==> config.mk <==
export PLATFORM = sky130hd
export DESIGN_NAME = gregorian_date_add_subtract_days_top
export DESIGN_NICKNAME = d
export VERILOG_FILES = /design/src/sv/gdate_pkg.sv /design/src/sv/gregorian_date_add_subtract_days_top.sv
export SDC_FILE = /design/constraint.sdc
export NUM_CORES = 1
export LEC_CHECK = 0
export BUFFER_PORTS_ARGS = -buffer_cell sky130_fd_sc_hd__buf_4
export CORE_MARGIN = 2
export CORE_UTILIZATION = 60
export DETAILED_ROUTE_END_ITERATION = 16
export MAX_ROUTING_LAYER = met4
export PLACE_DENSITY = 0.79
export SETUP_SLACK_MARGIN = 0.2
export SKIP_LAST_GASP = 1
export SLEW_MARGIN = 20
export SYNTH_ARGS = -nofsm -noshare
export SYNTH_HDL_FRONTEND = slang
export SYNTH_SLANG_ARGS = --single-unit
==> constraint.sdc <==
create_clock -name clk -period 7.2 [get_ports clk]
set_input_delay 0.72 -clock clk [delete_from_list [all_inputs] [get_ports clk]]
set_output_delay 0.72 -clock clk [all_outputs]
set_load 0.05 [all_outputs]
==> src/sv/gdate_pkg.sv <==
// package for the gregorian date add/subtract block: types, constants, microcode rom
package gdate_pkg;

  // field widths fixed by the interface
  localparam int DAY_W   = 5;
  localparam int MONTH_W = 4;
  localparam int YEAR_W  = 14;
  localparam int MODE_W  = 2;
  localparam int MOD_W   = 9;   // year modulo 400
  localparam int PC_W    = 4;

  // parameter defaults
  localparam int OFFSET_BITS_DEF = 16;
  localparam int MAX_YEAR_DEF    = 9999;

  // mode codes
  localparam logic [MODE_W-1:0] MODE_LOAD = 2'd0;
  localparam logic [MODE_W-1:0] MODE_ADD  = 2'd1;
  localparam logic [MODE_W-1:0] MODE_SUB  = 2'd2;

  // month numbers and the four-century cycle
  localparam logic [MONTH_W-1:0] MONTH_JAN = 4'd1;
  localparam logic [MONTH_W-1:0] MONTH_FEB = 4'd2;
  localparam logic [MONTH_W-1:0] MONTH_DEC = 4'd12;
  localparam logic [MOD_W-1:0]   MOD_TOP   = 9'd399;
  localparam logic [MOD_W-1:0]   CENT_1    = 9'd100;
  localparam logic [MOD_W-1:0]   CENT_2    = 9'd200;
  localparam logic [MOD_W-1:0]   CENT_3    = 9'd300;
  localparam logic [YEAR_W-1:0]  YEARS_400 = 14'd400;

  // datapath operations
  typedef enum logic [3:0] {
    OP_NOP,
    OP_INIT,
    OP_ADD_STEP,
    OP_SUB_STEP,
    OP_SUB400,
    OP_LOAD_DAY,
    OP_FIN_COMMIT,
    OP_FIN_HOLD,
    OP_FIN_OVF
  } op_t;

  // jump conditions
  typedef enum logic [3:0] {
    C_NEVER,
    C_IS_LOAD,
    C_IS_ADD,
    C_IS_SUB,
    C_ADD_EXIT,
    C_OVF,
    C_SUB_EXIT,
    C_SUB_FITS,
    C_MOD_LT400
  } cond_t;

  // control word: op runs when the jump is not taken, then pc goes to next
  typedef struct packed {
    op_t             op;
    cond_t           cond;
    logic [PC_W-1:0] jump;
    logic [PC_W-1:0] next;
  } uword_t;

  // step addresses
  localparam logic [PC_W-1:0] S_INIT     = 4'd0;
  localparam logic [PC_W-1:0] S_DISP_LD  = 4'd1;
  localparam logic [PC_W-1:0] S_DISP_ADD = 4'd2;
  localparam logic [PC_W-1:0] S_DISP_SUB = 4'd3;
  localparam logic [PC_W-1:0] S_ADD_LOOP = 4'd4;
  localparam logic [PC_W-1:0] S_ADD_END  = 4'd5;
  localparam logic [PC_W-1:0] S_SUB_LOOP = 4'd6;
  localparam logic [PC_W-1:0] S_SUB_END  = 4'd7;
  localparam logic [PC_W-1:0] S_COMMIT   = 4'd8;
  localparam logic [PC_W-1:0] S_OVF      = 4'd9;
  localparam logic [PC_W-1:0] S_LD_MOD   = 4'd10;
  localparam logic [PC_W-1:0] S_LD_DAY   = 4'd11;

  // microcode rom
  function automatic uword_t ucode(input logic [PC_W-1:0] pc);
    uword_t w;
    w = '{op: OP_FIN_HOLD, cond: C_NEVER, jump: S_INIT, next: S_INIT};
    unique case (pc)
      S_INIT:     w = '{op: OP_INIT,       cond: C_NEVER,     jump: S_INIT,    next: S_DISP_LD};
      S_DISP_LD:  w = '{op: OP_NOP,        cond: C_IS_LOAD,   jump: S_LD_MOD,  next: S_DISP_ADD};
      S_DISP_ADD: w = '{op: OP_NOP,        cond: C_IS_ADD,    jump: S_ADD_LOOP, next: S_DISP_SUB};
      S_DISP_SUB: w = '{op: OP_FIN_HOLD,   cond: C_IS_SUB,    jump: S_SUB_LOOP, next: S_INIT};
      S_ADD_LOOP: w = '{op: OP_ADD_STEP,   cond: C_ADD_EXIT,  jump: S_ADD_END, next: S_ADD_LOOP};
      S_ADD_END:  w = '{op: OP_FIN_COMMIT, cond: C_OVF,       jump: S_OVF,     next: S_INIT};
      S_SUB_LOOP: w = '{op: OP_SUB_STEP,   cond: C_SUB_EXIT,  jump: S_SUB_END, next: S_SUB_LOOP};
      S_SUB_END:  w = '{op: OP_FIN_OVF,    cond: C_SUB_FITS,  jump: S_COMMIT,  next: S_INIT};
      S_COMMIT:   w = '{op: OP_FIN_COMMIT, cond: C_NEVER,     jump: S_INIT,    next: S_INIT};
      S_OVF:      w = '{op: OP_FIN_OVF,    cond: C_NEVER,     jump: S_INIT,    next: S_INIT};
      S_LD_MOD:   w = '{op: OP_SUB400,     cond: C_MOD_LT400, jump: S_LD_DAY,  next: S_LD_MOD};
      S_LD_DAY:   w = '{op: OP_LOAD_DAY,   cond: C_NEVER,     jump: S_INIT,    next: S_COMMIT};
      default:    w = '{op: OP_FIN_HOLD,   cond: C_NEVER,     jump: S_INIT,    next: S_INIT};
    endcase
    return w;
  endfunction

  // leap year from the two low year bits and the year modulo 400
  function automatic logic leap_of(input logic [1:0] ylo, input logic [MOD_W-1:0] m400);
    logic cent;
    cent = (m400 == CENT_1) || (m400 == CENT_2) || (m400 == CENT_3);
    return (m400 == '0) || ((ylo == 2'b00) && !cent);
  endfunction

  // month length, february stretched in leap years
  function automatic logic [DAY_W-1:0] month_days(input logic [MONTH_W-1:0] m,
                                                   input logic lp);
    logic [DAY_W-1:0] d;
    unique case (m)
      4'd2:                      d = lp ? 5'd29 : 5'd28;
      4'd4, 4'd6, 4'd9, 4'd11:   d = 5'd30;
      default:                   d = 5'd31;
    endcase
    return d;
  endfunction

endpackage

==> src/sv/gregorian_date_add_subtract_days_top.sv <==
// gregorian date register with load, add days and subtract days, microcoded
//
//   channel | signals                                          | direction
//   --------+--------------------------------------------------+----------
//   in      | in_valid in_ready mode load_day load_month        | into block
//           | load_year offset_days                            |
//   out     | out_valid out_ready cur_day cur_month cur_year    | out of block
//           | is_leap overflow                                 |
//
// the month loops do one month per cycle, add and subtract each through its own
// month-length lookup and adder.
// rst (synchronous) sets the date to 1 january of year 1 and empties the output.
// in_ready is low while an item is being worked; the next item is taken while a
// result waits, and the final step holds until the output register is free.
module gregorian_date_add_subtract_days_top #(
  parameter int OFFSET_BITS = gdate_pkg::OFFSET_BITS_DEF,
  parameter int MAX_YEAR    = gdate_pkg::MAX_YEAR_DEF
) (
  input  logic                         clk,
  input  logic                         rst,
  input  logic                         in_valid,
  output logic                         in_ready,
  input  logic [gdate_pkg::MODE_W-1:0]  mode,
  input  logic [gdate_pkg::DAY_W-1:0]   load_day,
  input  logic [gdate_pkg::MONTH_W-1:0] load_month,
  input  logic [gdate_pkg::YEAR_W-1:0]  load_year,
  input  logic [OFFSET_BITS-1:0]       offset_days,
  output logic                         out_valid,
  input  logic                         out_ready,
  output logic [gdate_pkg::DAY_W-1:0]   cur_day,
  output logic [gdate_pkg::MONTH_W-1:0] cur_month,
  output logic [gdate_pkg::YEAR_W-1:0]  cur_year,
  output logic                         is_leap,
  output logic                         overflow
);
  import gdate_pkg::*;

  localparam int REM_W = OFFSET_BITS + 2;
  localparam logic [YEAR_W-1:0] MaxYear = YEAR_W'(MAX_YEAR);
  localparam logic [YEAR_W-1:0] YearOne = 14'd1;
  localparam logic signed [REM_W-1:0] RemOne = REM_W'(1);

  // held date
  logic [DAY_W-1:0]   day_reg;
  logic [MONTH_W-1:0] month_reg;
  logic [YEAR_W-1:0]  year_reg;
  logic [MOD_W-1:0]   mod_reg;

  // latched item
  logic [MODE_W-1:0]      mode_q;
  logic [DAY_W-1:0]       load_day_q;
  logic [MONTH_W-1:0]     load_month_q;
  logic [YEAR_W-1:0]      load_year_q;
  logic [OFFSET_BITS-1:0] off_q;

  // working registers
  logic signed [REM_W-1:0] w_rem;
  logic [MONTH_W-1:0]      w_m;
  logic [YEAR_W-1:0]       w_y;
  logic [YEAR_W-1:0]       w_mod;
  logic                    w_ovf;

  // sequencer
  logic            busy, busy_next;
  logic [PC_W-1:0] pc, pc_next;
  uword_t          uw;
  logic            cond_true;
  logic            is_fin;
  logic            fin_stall;
  logic            exec;

  // datapath helpers
  logic                    w_leap;
  logic [DAY_W-1:0]        w_dim;
  logic signed [REM_W-1:0] w_dim_ext;
  logic [MONTH_W-1:0]      m_dec;
  logic [YEAR_W-1:0]       y_dec;
  logic [MOD_W-1:0]        mod_dec;
  logic [DAY_W-1:0]        dim_dec;
  logic signed [REM_W-1:0] dim_dec_ext;
  logic [MONTH_W-1:0]      m_inc;
  logic [YEAR_W-1:0]       y_inc;
  logic [MOD_W-1:0]        mod_inc;
  logic                    sub_under;
  logic [MONTH_W-1:0]      ld_month_sat;
  logic [YEAR_W-1:0]       ld_year_sat;

  assign in_ready = !busy;

  // month length of the working date
  always_comb begin
    w_leap    = leap_of(w_y[1:0], w_mod[MOD_W-1:0]);
    w_dim     = month_days(w_m, w_leap);
    w_dim_ext = REM_W'(w_dim);
  end

  // one month forward
  always_comb begin
    if (w_m == MONTH_DEC) begin
      m_inc   = MONTH_JAN;
      y_inc   = w_y + YearOne;
      mod_inc = (w_mod[MOD_W-1:0] == MOD_TOP) ? '0 : w_mod[MOD_W-1:0] + 9'd1;
    end else begin
      m_inc   = w_m + 4'd1;
      y_inc   = w_y;
      mod_inc = w_mod[MOD_W-1:0];
    end
  end

  // one month back, with the length of the month stepped into
  always_comb begin
    if (w_m == MONTH_JAN) begin
      m_dec   = MONTH_DEC;
      y_dec   = w_y - YearOne;
      mod_dec = (w_mod[MOD_W-1:0] == '0) ? MOD_TOP : w_mod[MOD_W-1:0] - 9'd1;
    end else begin
      m_dec   = w_m - 4'd1;
      y_dec   = w_y;
      mod_dec = w_mod[MOD_W-1:0];
    end
    dim_dec     = month_days(m_dec, leap_of(y_dec[1:0], mod_dec));
    dim_dec_ext = REM_W'(dim_dec);
    sub_under   = (w_m == MONTH_JAN) && (w_y <= YearOne);
  end

  // load field saturation
  always_comb begin
    if (load_month_q == '0) begin
      ld_month_sat = MONTH_JAN;
    end else if (load_month_q > MONTH_DEC) begin
      ld_month_sat = MONTH_DEC;
    end else begin
      ld_month_sat = load_month_q;
    end
    if (load_year_q == '0) begin
      ld_year_sat = YearOne;
    end else if (load_year_q > MaxYear) begin
      ld_year_sat = MaxYear;
    end else begin
      ld_year_sat = load_year_q;
    end
  end

  // condition select
  always_comb begin
    uw = ucode(pc);
    unique case (uw.cond)
      C_NEVER:     cond_true = 1'b0;
      C_IS_LOAD:   cond_true = (mode_q == MODE_LOAD);
      C_IS_ADD:    cond_true = (mode_q == MODE_ADD);
      C_IS_SUB:    cond_true = (mode_q == MODE_SUB);
      C_ADD_EXIT:  cond_true = w_ovf || (w_rem <= w_dim_ext);
      C_OVF:       cond_true = w_ovf;
      C_SUB_EXIT:  cond_true = (w_rem >= RemOne) || sub_under;
      C_SUB_FITS:  cond_true = (w_rem >= RemOne);
      C_MOD_LT400: cond_true = (w_mod < YEARS_400);
      default:     cond_true = 1'b0;
    endcase
  end

  // step counter and busy flag
  always_comb begin
    is_fin    = (uw.op == OP_FIN_COMMIT) || (uw.op == OP_FIN_HOLD) ||
                (uw.op == OP_FIN_OVF);
    fin_stall = is_fin && !cond_true && out_valid && !out_ready;
    exec      = busy && !cond_true && !fin_stall;
    pc_next   = pc;
    busy_next = busy;
    if (busy && !fin_stall) begin
      pc_next = cond_true ? uw.jump : uw.next;
      if (exec && is_fin) begin
        busy_next = 1'b0;
      end
    end else if (!busy && in_valid) begin
      pc_next   = S_INIT;
      busy_next = 1'b1;
    end
  end

  always_ff @(posedge clk) begin
    if (rst) begin
      busy <= 1'b0;
      pc   <= S_INIT;
    end else begin
      busy <= busy_next;
      pc   <= pc_next;
    end
  end

  // item latch
  always_ff @(posedge clk) begin
    if (in_valid && in_ready) begin
      mode_q       <= mode;
      load_day_q   <= load_day;
      load_month_q <= load_month;
      load_year_q  <= load_year;
      off_q        <= offset_days;
    end
  end

  // working datapath
  always_ff @(posedge clk) begin
    if (exec) begin
      unique case (uw.op)
        OP_INIT: begin
          w_ovf <= 1'b0;
          if (mode_q == MODE_LOAD) begin
            w_m   <= ld_month_sat;
            w_y   <= ld_year_sat;
            w_mod <= ld_year_sat;
          end else begin
            w_m   <= month_reg;
            w_y   <= year_reg;
            w_mod <= YEAR_W'(mod_reg);
            if (mode_q == MODE_SUB) begin
              w_rem <= REM_W'(day_reg) - REM_W'(off_q);
            end else begin
              w_rem <= REM_W'(day_reg) + REM_W'(off_q);
            end
          end
        end
        OP_ADD_STEP: begin
          w_rem <= w_rem - w_dim_ext;
          w_m   <= m_inc;
          if ((w_m == MONTH_DEC) && (w_y == MaxYear)) begin
            w_ovf <= 1'b1;
          end else begin
            w_y   <= y_inc;
            w_mod <= YEAR_W'(mod_inc);
          end
        end
        OP_SUB_STEP: begin
          w_rem <= w_rem + dim_dec_ext;
          w_m   <= m_dec;
          w_y   <= y_dec;
          w_mod <= YEAR_W'(mod_dec);
        end
        OP_SUB400: begin
          w_mod <= w_mod - YEARS_400;
        end
        OP_LOAD_DAY: begin
          if (load_day_q == '0) begin
            w_rem <= RemOne;
          end else if (load_day_q > w_dim) begin
            w_rem <= w_dim_ext;
          end else begin
            w_rem <= REM_W'(load_day_q);
          end
        end
        default: begin
        end
      endcase
    end
  end

  // held date update
  always_ff @(posedge clk) begin
    if (rst) begin
      day_reg   <= DAY_W'(1);
      month_reg <= MONTH_JAN;
      year_reg  <= YearOne;
      mod_reg   <= MOD_W'(1);
    end else if (exec && (uw.op == OP_FIN_COMMIT)) begin
      day_reg   <= w_rem[DAY_W-1:0];
      month_reg <= w_m;
      year_reg  <= w_y;
      mod_reg   <= w_mod[MOD_W-1:0];
    end
  end

  // output register
  always_ff @(posedge clk) begin
    if (rst) begin
      out_valid <= 1'b0;
    end else if (exec && is_fin) begin
      out_valid <= 1'b1;
    end else if (out_ready) begin
      out_valid <= 1'b0;
    end
  end

  always_ff @(posedge clk) begin
    if (exec && is_fin) begin
      if (uw.op == OP_FIN_COMMIT) begin
        cur_day   <= w_rem[DAY_W-1:0];
        cur_month <= w_m;
        cur_year  <= w_y;
        is_leap   <= w_leap;
        overflow  <= 1'b0;
      end else begin
        cur_day   <= day_reg;
        cur_month <= month_reg;
        cur_year  <= year_reg;
        is_leap   <= leap_of(year_reg[1:0], mod_reg);
        overflow  <= (uw.op == OP_FIN_OVF);
      end
    end
  end

endmodule

==> summary.md, run 1 <==
| Metric | Value |
|---|---|
| Final HPWL DP | `20200 um` |
| Clock sink total | `171` |
| Area leader, netlist | `edfxtp_1` |
| Slew headroom | `25.4%` |
| Crit share post-route | `85.6%` |
| DR vias | `9032` |
| CTS tree | `yes` |
| Skew final | `0.0104 ns` |
| Startpoint types | `flip-flop` |
| Fin Setup TNS | `0 ns` |
| Fmax | `162 MHz` |
| # IOs | `72` |
| Pin count of the biggest net entering global routing | `46` |
| Post-Route WL | `28500 um` |
| RSZ-0062 raised after global routing | `no` |
| Row count | `48` |
| Clk root buf | `clkbuf_16` |
| Critical path fanouts, max | `11` |
| Number of flip-flops in the largest register | `18` |
| Met2 WL | `13700 um` |
| Final Wtd Congestion | `0.982` |
| Hold_buf cts | `0` |
| Reg area | `4590 um2` |
| Syn avg cell area | `9.25 um2` |
| Core Box Area | `17200 um2` |
| Vias in the first global route | `8376` |
| Num CTS Buffers | `17` |
| Initial antenna violation count | `0` |
| H-tree Lvls | `4` |
| Minimum clock period | `6.16 ns` |
| Post-Syn Instances | `1140` |
| Worst vdd ir | `0.000203 V` |
| Die height | `137 um` |
| CP Data Arrival Time | `6.23 ns` |
| WL per Instance | `20.3 um` |
| Final hold vios | `0` |
| Worst min-delay path class | `input port to flip-flop` |
| Ys async rst share | `0%` |
| Resized Gates After CTS | `0` |
| Max-cap violations | `0` |
| Remaining DRCs | `0` |
| Post-synth EDFFs | `117` |
| Congestion Overflow GR | `0` |
| Top FF cell, synth | `edfxtp_1` |
| Top Layer Used | `met4` |
| Synth Warn # | `0` |
| Max-slew violation count | `0` |
| ANT cells | `0` |
| End-of-flow core utilization | `68.3%` |
| CP Class | `flip-flop to flip-flop` |
| Global-route wire length before repair | `45500 um` |
| # setup viols final | `0` |
| Setup repair bufs after CTS | `0` |
| Die X | `137 um` |
| Most flop-heavy register | `w_rem` |
| Share of layout cells above drive strength 1 | `14.8%` |
| Crit path required time | `7.27 ns` |
| Routed vias/inst | `6.43` |
| Cell variety after synth | `89` |
| Drt first pass iters | `5` |
| Sequential fraction of the synthesis area | `43.6%` |
| DRT antenna net count | `0` |
| Met3 WL post-DR | `2130 um` |
| Top post-synthesis cells by area | `edfxtp_1 33%, dfxtp_1 10%, nand2_1 5.2%` |
| Number of fill cells | `1376` |
| DRT iter0 DRCs | `1093` |
| Final Net Count | `1254` |
| Area grow syn2layout | `11.5%` |
| Least-Margin Pin Slew | `1.11 ns` |
| Die ar. | `18700 um2` |
| Multi-input logic area | `5500 um2` |
| Leak | `4.31 nW` |
| Top cell types by occurrence after synthesis | `145 x nand2_1, 117 x edfxtp_1, 90 x a21oi_1` |
| Share of Yosys cell area claimed by the top area cell type | `33.3%` |
| Clock latency on the worst-skew pair | `0.43 ns` |
| Met1 WL | `11800 um` |
| CTS Buffer Depth | `2` |
| I/O Buffers | `71` |
| Status | `finished, final reports clean` |
| Clk pin slew, worst setup/hold paths | `0.07 ns` |
| Initial core utilization | `61.2%` |
| CP Capture Type | `flip-flop` |
| Cell Area, Synth | `10500 um2` |
| GRT Total Usage | `32.5%` |
| Yosys reg bits | `171` |
| Post-Syn Nets | `1227` |
| Cell Pwr Density | `204 nW/um2` |
| Most common cell in the netlist | `nand2_1` |
routing by layer:
| layer | vias up | global-route usage [%] |
|---|---|---|
| li1 | 4281 | - |
| met1 | 4263 | 42.1 |
| met4 | 0 | 11.0 |
| met2 | 429 | 52.0 |
| met3 | 59 | 5.63 |
| met5 | - | - |
metrics by stage:
| stage | worst slack (ns) | instance area [um2] | instances | hold slack (ns) | power, mW |
|---|---|---|---|---|---|
| 6_report | 1.04 | 11800 | 1405 | 0.456 | 2.40 |
| 5_1_grt | 0.540 | 11800 | 1405 | 0.440 | 2.48 |
| 4_1_cts | 1.07 | 11700 | 1404 | 0.443 | 2.40 |
| 3_5_place_dp | 1.13 | 11100 | 1372 | 0.466 | 1.47 |
| 3_3_place_gp | 1.49 | 11100 | 1372 | 0.456 | 1.46 |
| 2_1_floorplan | 1.92 | 10500 | 1140 | 0.444 | 1.38 |
where the power goes:
| group | switching [mW] | internal (mW) | total (mW) |
|---|---|---|---|
| combinational | 0.169 | 0.121 | 0.289 |
| clock | 0.413 | 0.530 | 0.943 |
| sequential | 0.0676 | 1.10 | 1.17 |
| total | 0.649 | 1.75 | 2.40 |
cells by family (layout without fill, tap and decap cells):
kind of cell               after synthesis  count (layout)  share of synthesized area, %
DFF                                    171             171                          43.6
xor gates and xnor gates                55              55                          4.57
buffers and inverters                  118             158                          4.63
AOI/OAI and AO/OA                      323             323                          20.5
and+or+nand+nor                        404             404                          18.6
muxes                                   27              27                          2.83
adders and majority gates               42              42                          5.27
critical path, stage by stage, from the launching register on:
cell	delay (ns)
edfxtp_1	0.58
inv_1	0.30
ha_1	0.22
nor4bb_1	0.34
o2111ai_1	0.15
a31oi_1	0.36
a21oi_1	0.12
o22a_1	0.25
ha_1	0.23
fa_1	0.42
and4b_1	0.30
a21boi_0	0.11
a22oi_2	0.22
a31o_4	0.25
nand4_1	0.30
nand2b_1	0.30
nor3_1	0.66
a21boi_0	0.71
area by class of cell:
cell class / count / share of cell area, %
Tap cell: 225 / 2.39
Inverter: 44 / 1.40
Clock inverter: 13 / 1.31
Timing Repair Buffer: 82 / 5.34
Clock buffer: 19 / 3.76
Sequential cell: 171 / 39.0
Multi-Input combinational cell: 851 / 46.7
layout by cell type, fill, tap and decap left out, types with 14 or more instances in the layout:
cell and instances:
a21oi_1 90, a22oi_1 14, a31oi_1 14, and3_1 18, buf_4 81, clkbuf_16 17, dfxtp_1 54, edfxtp_1 117
ha_1 38, inv_1 44, mux2_2 23, nand2_1 145, nand3_1 31, nor2_1 86, nor3_1 23, nor4_1 18
o21ai_0 63, o22ai_1 26, xnor2_1 35, xor2_1 20
path summary, 6_finish.rpt:
check            startpoint     endpoint  slack [ns]  depth (start not counted)
max                w_mod[4]     w_mod[6]        1.04                         17
min          offset_days[4]     off_q[4]        0.46                          1
max reg2reg        w_mod[4]     w_mod[6]        1.04                         17
min reg2reg     year_reg[8]  year_reg[8]        0.48                          2
(Power assumes the default switching activity.)
==> run 2: changes to the inputs <==
--- a/config.mk
+++ b/config.mk
@@ -7,10 +7,9 @@
 export LEC_CHECK = 0
 export BUFFER_PORTS_ARGS = -buffer_cell sky130_fd_sc_hd__buf_4
 export CORE_MARGIN = 2
-export CORE_UTILIZATION = 60
+export CORE_UTILIZATION = 25
 export DETAILED_ROUTE_END_ITERATION = 16
 export MAX_ROUTING_LAYER = met4
-export PLACE_DENSITY = 0.79
 export SETUP_SLACK_MARGIN = 0.2
 export SKIP_LAST_GASP = 1
 export SLEW_MARGIN = 20
==> run 2 against run 1 <==
Net effect: clock skew is 0.0049 ns higher; design area up 3.5%; worst setup slack improved by 0.33 ns; non-clock buffer count increased by 2; routed wire length grew 14%; die area is 140% higher; clock power is 2% higher; register-to-register slack improved by 0.33 ns; core utilization fell by 39 points; combinational power rose by 2%; power up 0.97%; critical path type unchanged; critical endpoint is now w_mod[7].
==> summary.md, run 2 (synthesis results as in run 1) <==
| Metric | Value |
|---|---|
| Dpl cells | `1689 (+23%)` |
| Die ar. | `43900 um2 (+140%)` |
| Die height | `209 um (+53%)` |
| Crit path required time | `7.29 ns (+0.02 ns)` |
| Skew final | `0.0154 ns (+0.00495 ns)` |
| Remaining DRCs | `0 (unchanged)` |
| Crit share post-route | `81.0% (-4.6 points)` |
| Critical path depth | `18 (+1)` |
| Vias in the first global route | `8437 (+0.73%)` |
| Commonest non-fill, non-tap cell in the layout | `nand2_1` |
| Row count | `75 (+56%)` |
| Number of flip-flops in the largest register | `18 (unchanged)` |
| Hold_buf cts | `0 (unchanged)` |
| Critical path fanouts, max | `11 (unchanged)` |
| Worst hold start | `offset_days[14]` |
| Worst flop-to-flop path startpoint | `w_mod[4]` |
| Max-slew violation count | `0 (unchanged)` |
| Pwr Total | `2.43 mW (+0.97%)` |
| Post-Route WL | `32500 um (+14%)` |
| # IOs | `72 (unchanged)` |
| Final Net Count | `1256 (+0.16%)` |
| Area grow syn2layout | `15.5%` |
| GRT Total Usage | `15.4% (-17 points)` |
| CP Class | `flip-flop to flip-flop` |
| Least-Margin Pin Slew | `1.12 ns (+0.00206 ns)` |
| Clock sink total | `171 (unchanged)` |
| Clk pin slew, worst setup/hold paths | `0.07 ns (about the same)` |
| Initial core utilization | `25.3% (-36 points)` |
| Share of layout cells above drive strength 1 | `15.1% (+0.23 points)` |
| CP Capture Type | `flip-flop` |
| H-tree Lvls | `4 (unchanged)` |
| RSZ-0062 raised after global routing | `no` |
| Die X | `209 um (+53%)` |
| Worst min-delay path class | `input port to flip-flop` |
| Slew headroom | `25.3% (-0.076 points)` |
| Worst vdd ir | `0.000174 V (-14%)` |
| Final Wtd Congestion | `0.898 (-8.5%)` |
| Critical path's top delay family | `compound AO/OA/AOI/OAI gates` |
| Dpl ws | `1.38 ns (+0.249 ns)` |
| DRT antenna net count | `0 (unchanged)` |
| I/O Buffers | `71 (unchanged)` |
| CTS Buffer Depth | `2 (unchanged)` |
| Final HPWL DP | `23900 um (+18%)` |
| ANT cells | `0 (unchanged)` |
| Clock latency on the worst-skew pair | `0.46 ns (+0.03 ns)` |
| Critical-path top delay cell | `a21boi_0` |
| Smallest hold slack | `0.427 ns (-0.0283 ns)` |
| Worst-path cell chain | `inv_1 -> ha_1 -> and4b_1 -> o2111ai_1 -> a31oi_1 -> a21oi_1 -> o22a_1 -> ha_1 -> fa_1 -> and4b_1 -> a21boi_0 -> a22oi_2 -> a31o_4 -> nand4_1 -> nand2b_1 -> nor3_1 -> buf_4 -> a21boi_0` |
| Startpoint types | `flip-flop` |
| Cell Pwr Density | `199 nW/um2 (-2.5%)` |
| DRT iter0 DRCs | `916 (-16%)` |
| WL per Instance | `18.9 um (-6.9%)` |
| Global-route wire length before repair | `50300 um (+11%)` |
| Finished Cell Area | `12200 um2 (+3.5%)` |
| Register-to-Register Path Depth | `18 (+1)` |
| Routed vias/inst | `5.18 (-19%)` |
| CTS tree | `yes` |
| Max-cap violations | `0 (unchanged)` |
| Leak | `4.33 nW (+0.41%)` |
| CP startpoint | `w_mod[4]` |
| Hold Crit Depth | `1 (unchanged)` |
| Most flop-heavy register | `w_rem` |
| CP max stage delay | `0.60 ns (-0.11 ns)` |
| Placed Area | `11600 um2 (+3.8%)` |
| Most frequent cells in the layout | `145 x nand2_1, 117 x edfxtp_1, 90 x a21oi_1, 86 x nor2_1, 84 x buf_4` |
| # setup viols final | `0 (unchanged)` |
| Final hold vios | `0 (unchanged)` |
| Resized Gates After CTS | `0 (unchanged)` |
| Drt first pass iters | `5 (unchanged)` |
| Setup WS post-layout | `1.37 ns (+0.328 ns)` |
| Clk root buf | `clkbuf_16` |
| Congestion Overflow GR | `0 (unchanged)` |
| CP Data Arrival Time | `5.92 ns (-0.31 ns)` |
| Status | `finished, final reports clean` |
| Pin count of the biggest net entering global routing | `46 (unchanged)` |
| Fmax | `171 MHz (+5.6%)` |
| Setup repair bufs after CTS | `0 (unchanged)` |
| Fin cells | `1721 (+22%)` |
| Initial antenna violation count | `0 (unchanged)` |
| DR vias | `8912 (-1.3%)` |
| End-of-flow core utilization | `29.2% (-39 points)` |
| Core Box Area | `41800 um2 (+140%)` |
| Num CTS Buffers | `17 (unchanged)` |
| Fin Setup TNS | `0 ns (unchanged)` |
| Minimum clock period | `5.83 ns (-0.328 ns)` |
| Critical path buffers and inverters | `2 (+1)` |
run 2: changes by cell type in the layout (fill, tap and decap cells not counted), sizes merged:
cell / previous run / this run
clkbuf: 19 / 21
bufinv: 2 / 0
buf: 82 / 84
run 2: cell type report:
cell class | instances | area, um2
multi-input cells | 851 | 5500
inverters | 44 | 165
flip-flops and latches | 171 | 4590
fillers | 4336 | 29600
clock buffers | 21 | 526
clock inverters | 11 | 88.8
well taps | 539 | 674
repair buffers | 84 | 631
run 2: worst paths after layout:
kind / slack [ns] / end
hold reg to reg: 0.47 / mod_reg[1]
setup reg to reg: 1.37 / w_mod[7]
hold / removal: 0.43 / off_q[14]
setup / recovery: 1.37 / w_mod[7]
run 2: per-layer routing:
layer	wire (um)	global-route usage [%]	vias to the layer above
met2	14700	23.2	294
met3	1770	2.68	42
met4	808	5.84	0
met5	0	-	-
met1	15200	20.7	4295
li1	-	-	4281
run 2: report_power, final:
| part | internal [mW] | switching (mW) | leakage (nW) |
|---|---|---|---|
| sequential | 1.10 | 0.0680 | 1.51 |
| combinational | 0.120 | 0.174 | 2.52 |
| clock | 0.532 | 0.429 | 0.304 |
| total | 1.75 | 0.672 | 4.33 |
==> run 3: changes to the inputs <==
==> constraint.sdc (replaced) <==
create_clock -name clk -period 5.22 [get_ports clk]
set_input_delay 0.522 -clock clk [delete_from_list [all_inputs] [get_ports clk]]
set_output_delay 0.522 -clock clk [all_outputs]
set_load 0.05 [all_outputs]
==> run 3 against run 2 <==
Net effect: sequential share of layout area shrank 0.89 points; critical path depth did not move; critical path type unchanged; combinational power increased by 54%.
==> summary.md, run 3 (synthesis results as in run 1) <==
| Metric | Value |
|---|---|
| Register-to-Register Path Depth | `18 (unchanged)` |
| Leak | `4.50 nW (+3.8%)` |
| Dpl ws | `0.236 ns (-1.14 ns)` |
| Commonest non-fill, non-tap cell in the layout | `nand2_1` |
| Die height | `209 um (unchanged)` |
| H-tree Lvls | `4 (unchanged)` |
| Area grow syn2layout | `18.3%` |
| Fmax | `206 MHz (+20%)` |
| Drt first pass iters | `5 (unchanged)` |
| Core Box Area | `41800 um2 (unchanged)` |
| Die ar. | `43900 um2 (unchanged)` |
| Clock sink total | `171 (unchanged)` |
| RSZ-0062 raised after global routing | `yes` |
| Crit share post-route | `92.8% (+12 points)` |
| Least-Margin Pin Slew | `1.08 ns (-0.0405 ns)` |
| Most frequent cells in the layout | `145 x nand2_1, 121 x buf_4, 117 x edfxtp_1, 90 x a21oi_1, 86 x nor2_1` |
| Row count | `75 (unchanged)` |
| Hold EP | `load_day_q[4]` |
| Pin count of the biggest net entering global routing | `46 (unchanged)` |
| CP Capture Type | `flip-flop` |
| CP Data Arrival Time | `5.21 ns (-0.71 ns)` |
| Startpoint types | `flip-flop` |
| Minimum clock period | `4.85 ns (-0.986 ns)` |
| CP Class | `flip-flop to flip-flop` |
| Finished Cell Area | `12500 um2 (+2.4%)` |
| Max-slew violation count | `0 (unchanged)` |
| Critical path fanouts, max | `5 (-6)` |
| Worst vdd ir | `0.000256 V (+47%)` |
| Status | `finished, final reports clean` |
| Final Wtd Congestion | `0.913 (+1.7%)` |
| Clk root buf | `clkbuf_16` |
| Max-cap violations | `0 (unchanged)` |
| Worst-path cell chain | `or2_2 -> or3_1 -> a31oi_4 -> a21oi_1 -> o22a_1 -> ha_1 -> fa_2 -> and4b_1 -> a21boi_0 -> a22oi_2 -> a31o_4 -> a41o_4 -> a221o_1 -> and2_4 -> inv_1 -> ha_1 -> or4_1 -> o221a_2` |
| DR vias | `9037 (+1.4%)` |
| Worst flop-to-flop path startpoint | `w_mod[7]` |
| Vias in the first global route | `8558 (+1.4%)` |
| Remaining DRCs | `0 (unchanged)` |
| CTS tree | `yes` |
| # setup viols final | `0 (unchanged)` |
| WL per Instance | `18.9 um (+0.22%)` |
| Final Net Count | `1295 (+3.1%)` |
| Number of flip-flops in the largest register | `18 (unchanged)` |
| Worst min-delay path class | `input port to flip-flop` |
| Skew final | `0.0207 ns (+0.00530 ns)` |
| R2R Setup Slk | `0.37 ns (-0.99 ns)` |
| Share of layout cells above drive strength 1 | `18.6% (+3.5 points)` |
| Fin Setup TNS | `0 ns (unchanged)` |
| Placed Area | `11800 um2 (+1.9%)` |
| GRT Total Usage | `15.7% (+0.29 points)` |
| Congestion Overflow GR | `0 (unchanged)` |
| Critical-path top delay cell | `or4_1` |
| Initial antenna violation count | `0 (unchanged)` |
| Most flop-heavy register | `w_rem` |
| I/O Buffers | `71 (unchanged)` |
| Clk pin slew, worst setup/hold paths | `0.08 ns (about the same)` |
| # IOs | `72 (unchanged)` |
| Setup WS post-layout | `0.374 ns (-0.994 ns)` |
| ANT cells | `0 (unchanged)` |
| Worst hold start | `load_day[4]` |
| Final hold vios | `0 (unchanged)` |
| CTS Buffer Depth | `2 (unchanged)` |
| Worst path most repeated cell | `ha_1` |
| CP max stage delay | `0.49 ns (-0.11 ns)` |
| Crit path required time | `5.58 ns (-1.71 ns)` |
| DRT antenna net count | `0 (unchanged)` |
| RR Endpoint | `uw[12]` |
| Initial core utilization | `25.3% (unchanged)` |
| Routed vias/inst | `5.13 (-0.84%)` |
| Final HPWL DP | `24600 um (+3.0%)` |
| Num CTS Buffers | `17 (unchanged)` |
| Global-route wire length before repair | `51000 um (+1.5%)` |
| Cell Pwr Density | `266 nW/um2 (+34%)` |
| Hold_buf cts | `0 (unchanged)` |
| End-of-flow core utilization | `29.9% (+0.70 points)` |
| Slew headroom | `28.0% (+2.7 points)` |
| Clock latency on the worst-skew pair | `0.48 ns (+0.02 ns)` |
| Post-Route WL | `33300 um (+2.5%)` |
| DRT iter0 DRCs | `915 (-0.11%)` |
| Die X | `209 um (unchanged)` |
| Hold Crit Depth | `1 (unchanged)` |
## run 3: changes by cell type in the layout (fill, tap and decap cells not counted), sizes merged
cell / before / now
clkbuf: 21 / 17
buf: 84 / 122
a31o: 1 / 2
inv: 51 / 55
## run 3: worst max path at each step
stage              from      end  slack (ns)  depth (start not counted)
5_1_grt        w_mod[6]   uw[12]        0.16                         18
3_3_place_gp   w_mod[0]   uw[12]        0.27                         20
4_1_cts        w_mod[0]   uw[12]        0.22                         20
6_report       w_mod[7]   uw[12]        0.37                         18
3_5_place_dp   w_mod[0]   uw[12]        0.24                         20
2_1_floorplan  w_mod[4]  w_y[10]        0.22                         18
## run 3: worst max-delay path: cells and delay by family, from the launching register on
kind,cells,cell delay (ns)
DFF,1,0.40
adders and majority gates,3,0.78
buffers and inverters,1,0.04
and+or+nand+nor,5,1.71
AOI/OAI and AO/OA,9,1.78
## run 3: power by group
group,total [mW],switching [mW],internal (mW)
clock,1.26,0.635,0.626
combinational,0.453,0.263,0.191
sequential,1.60,0.0840,1.52
total,3.32,0.981,2.34
## run 3: layout make-up
cell class | instances | area [um2]
Tap cell | 539 | 674
Inverter | 44 | 165
Multi-Input combinational cell | 852 | 5570
Sequential cell | 171 | 4590
Timing Repair Buffer | 122 | 920
Clock buffer | 17 | 425
Fill cell | 4339 | 29300
Clock inverter | 15 | 129
## run 3: stage by stage
step / instances / total power [mW] / hold slack, ns
after floorplan: 1140 / 1.90 / 0.444
after detailed placement: 1720 / 2.07 / 0.464
after global placement: 1720 / 2.06 / 0.459
final: 1760 / 3.32 / 0.219
after global routing: 1760 / 3.45 / 0.203
after CTS: 1752 / 3.33 / 0.198
## run 3: timing repair
| item | in CTS | in global routing |
|---|---|---|
| resized for setup | 0 | 16 |
| setup endpoints to repair | 0 | 27 |
| setup buffers | 0 | 7 |
## run 3: layer usage
layer  wire length (um)  GRT usage [%]  vias up
li1                   -              -     4360
met1              15300           20.7     4357
met5                  0              -        -
met3               1890           2.87       26
met2              15700           24.9      294
met4                438           4.01        0
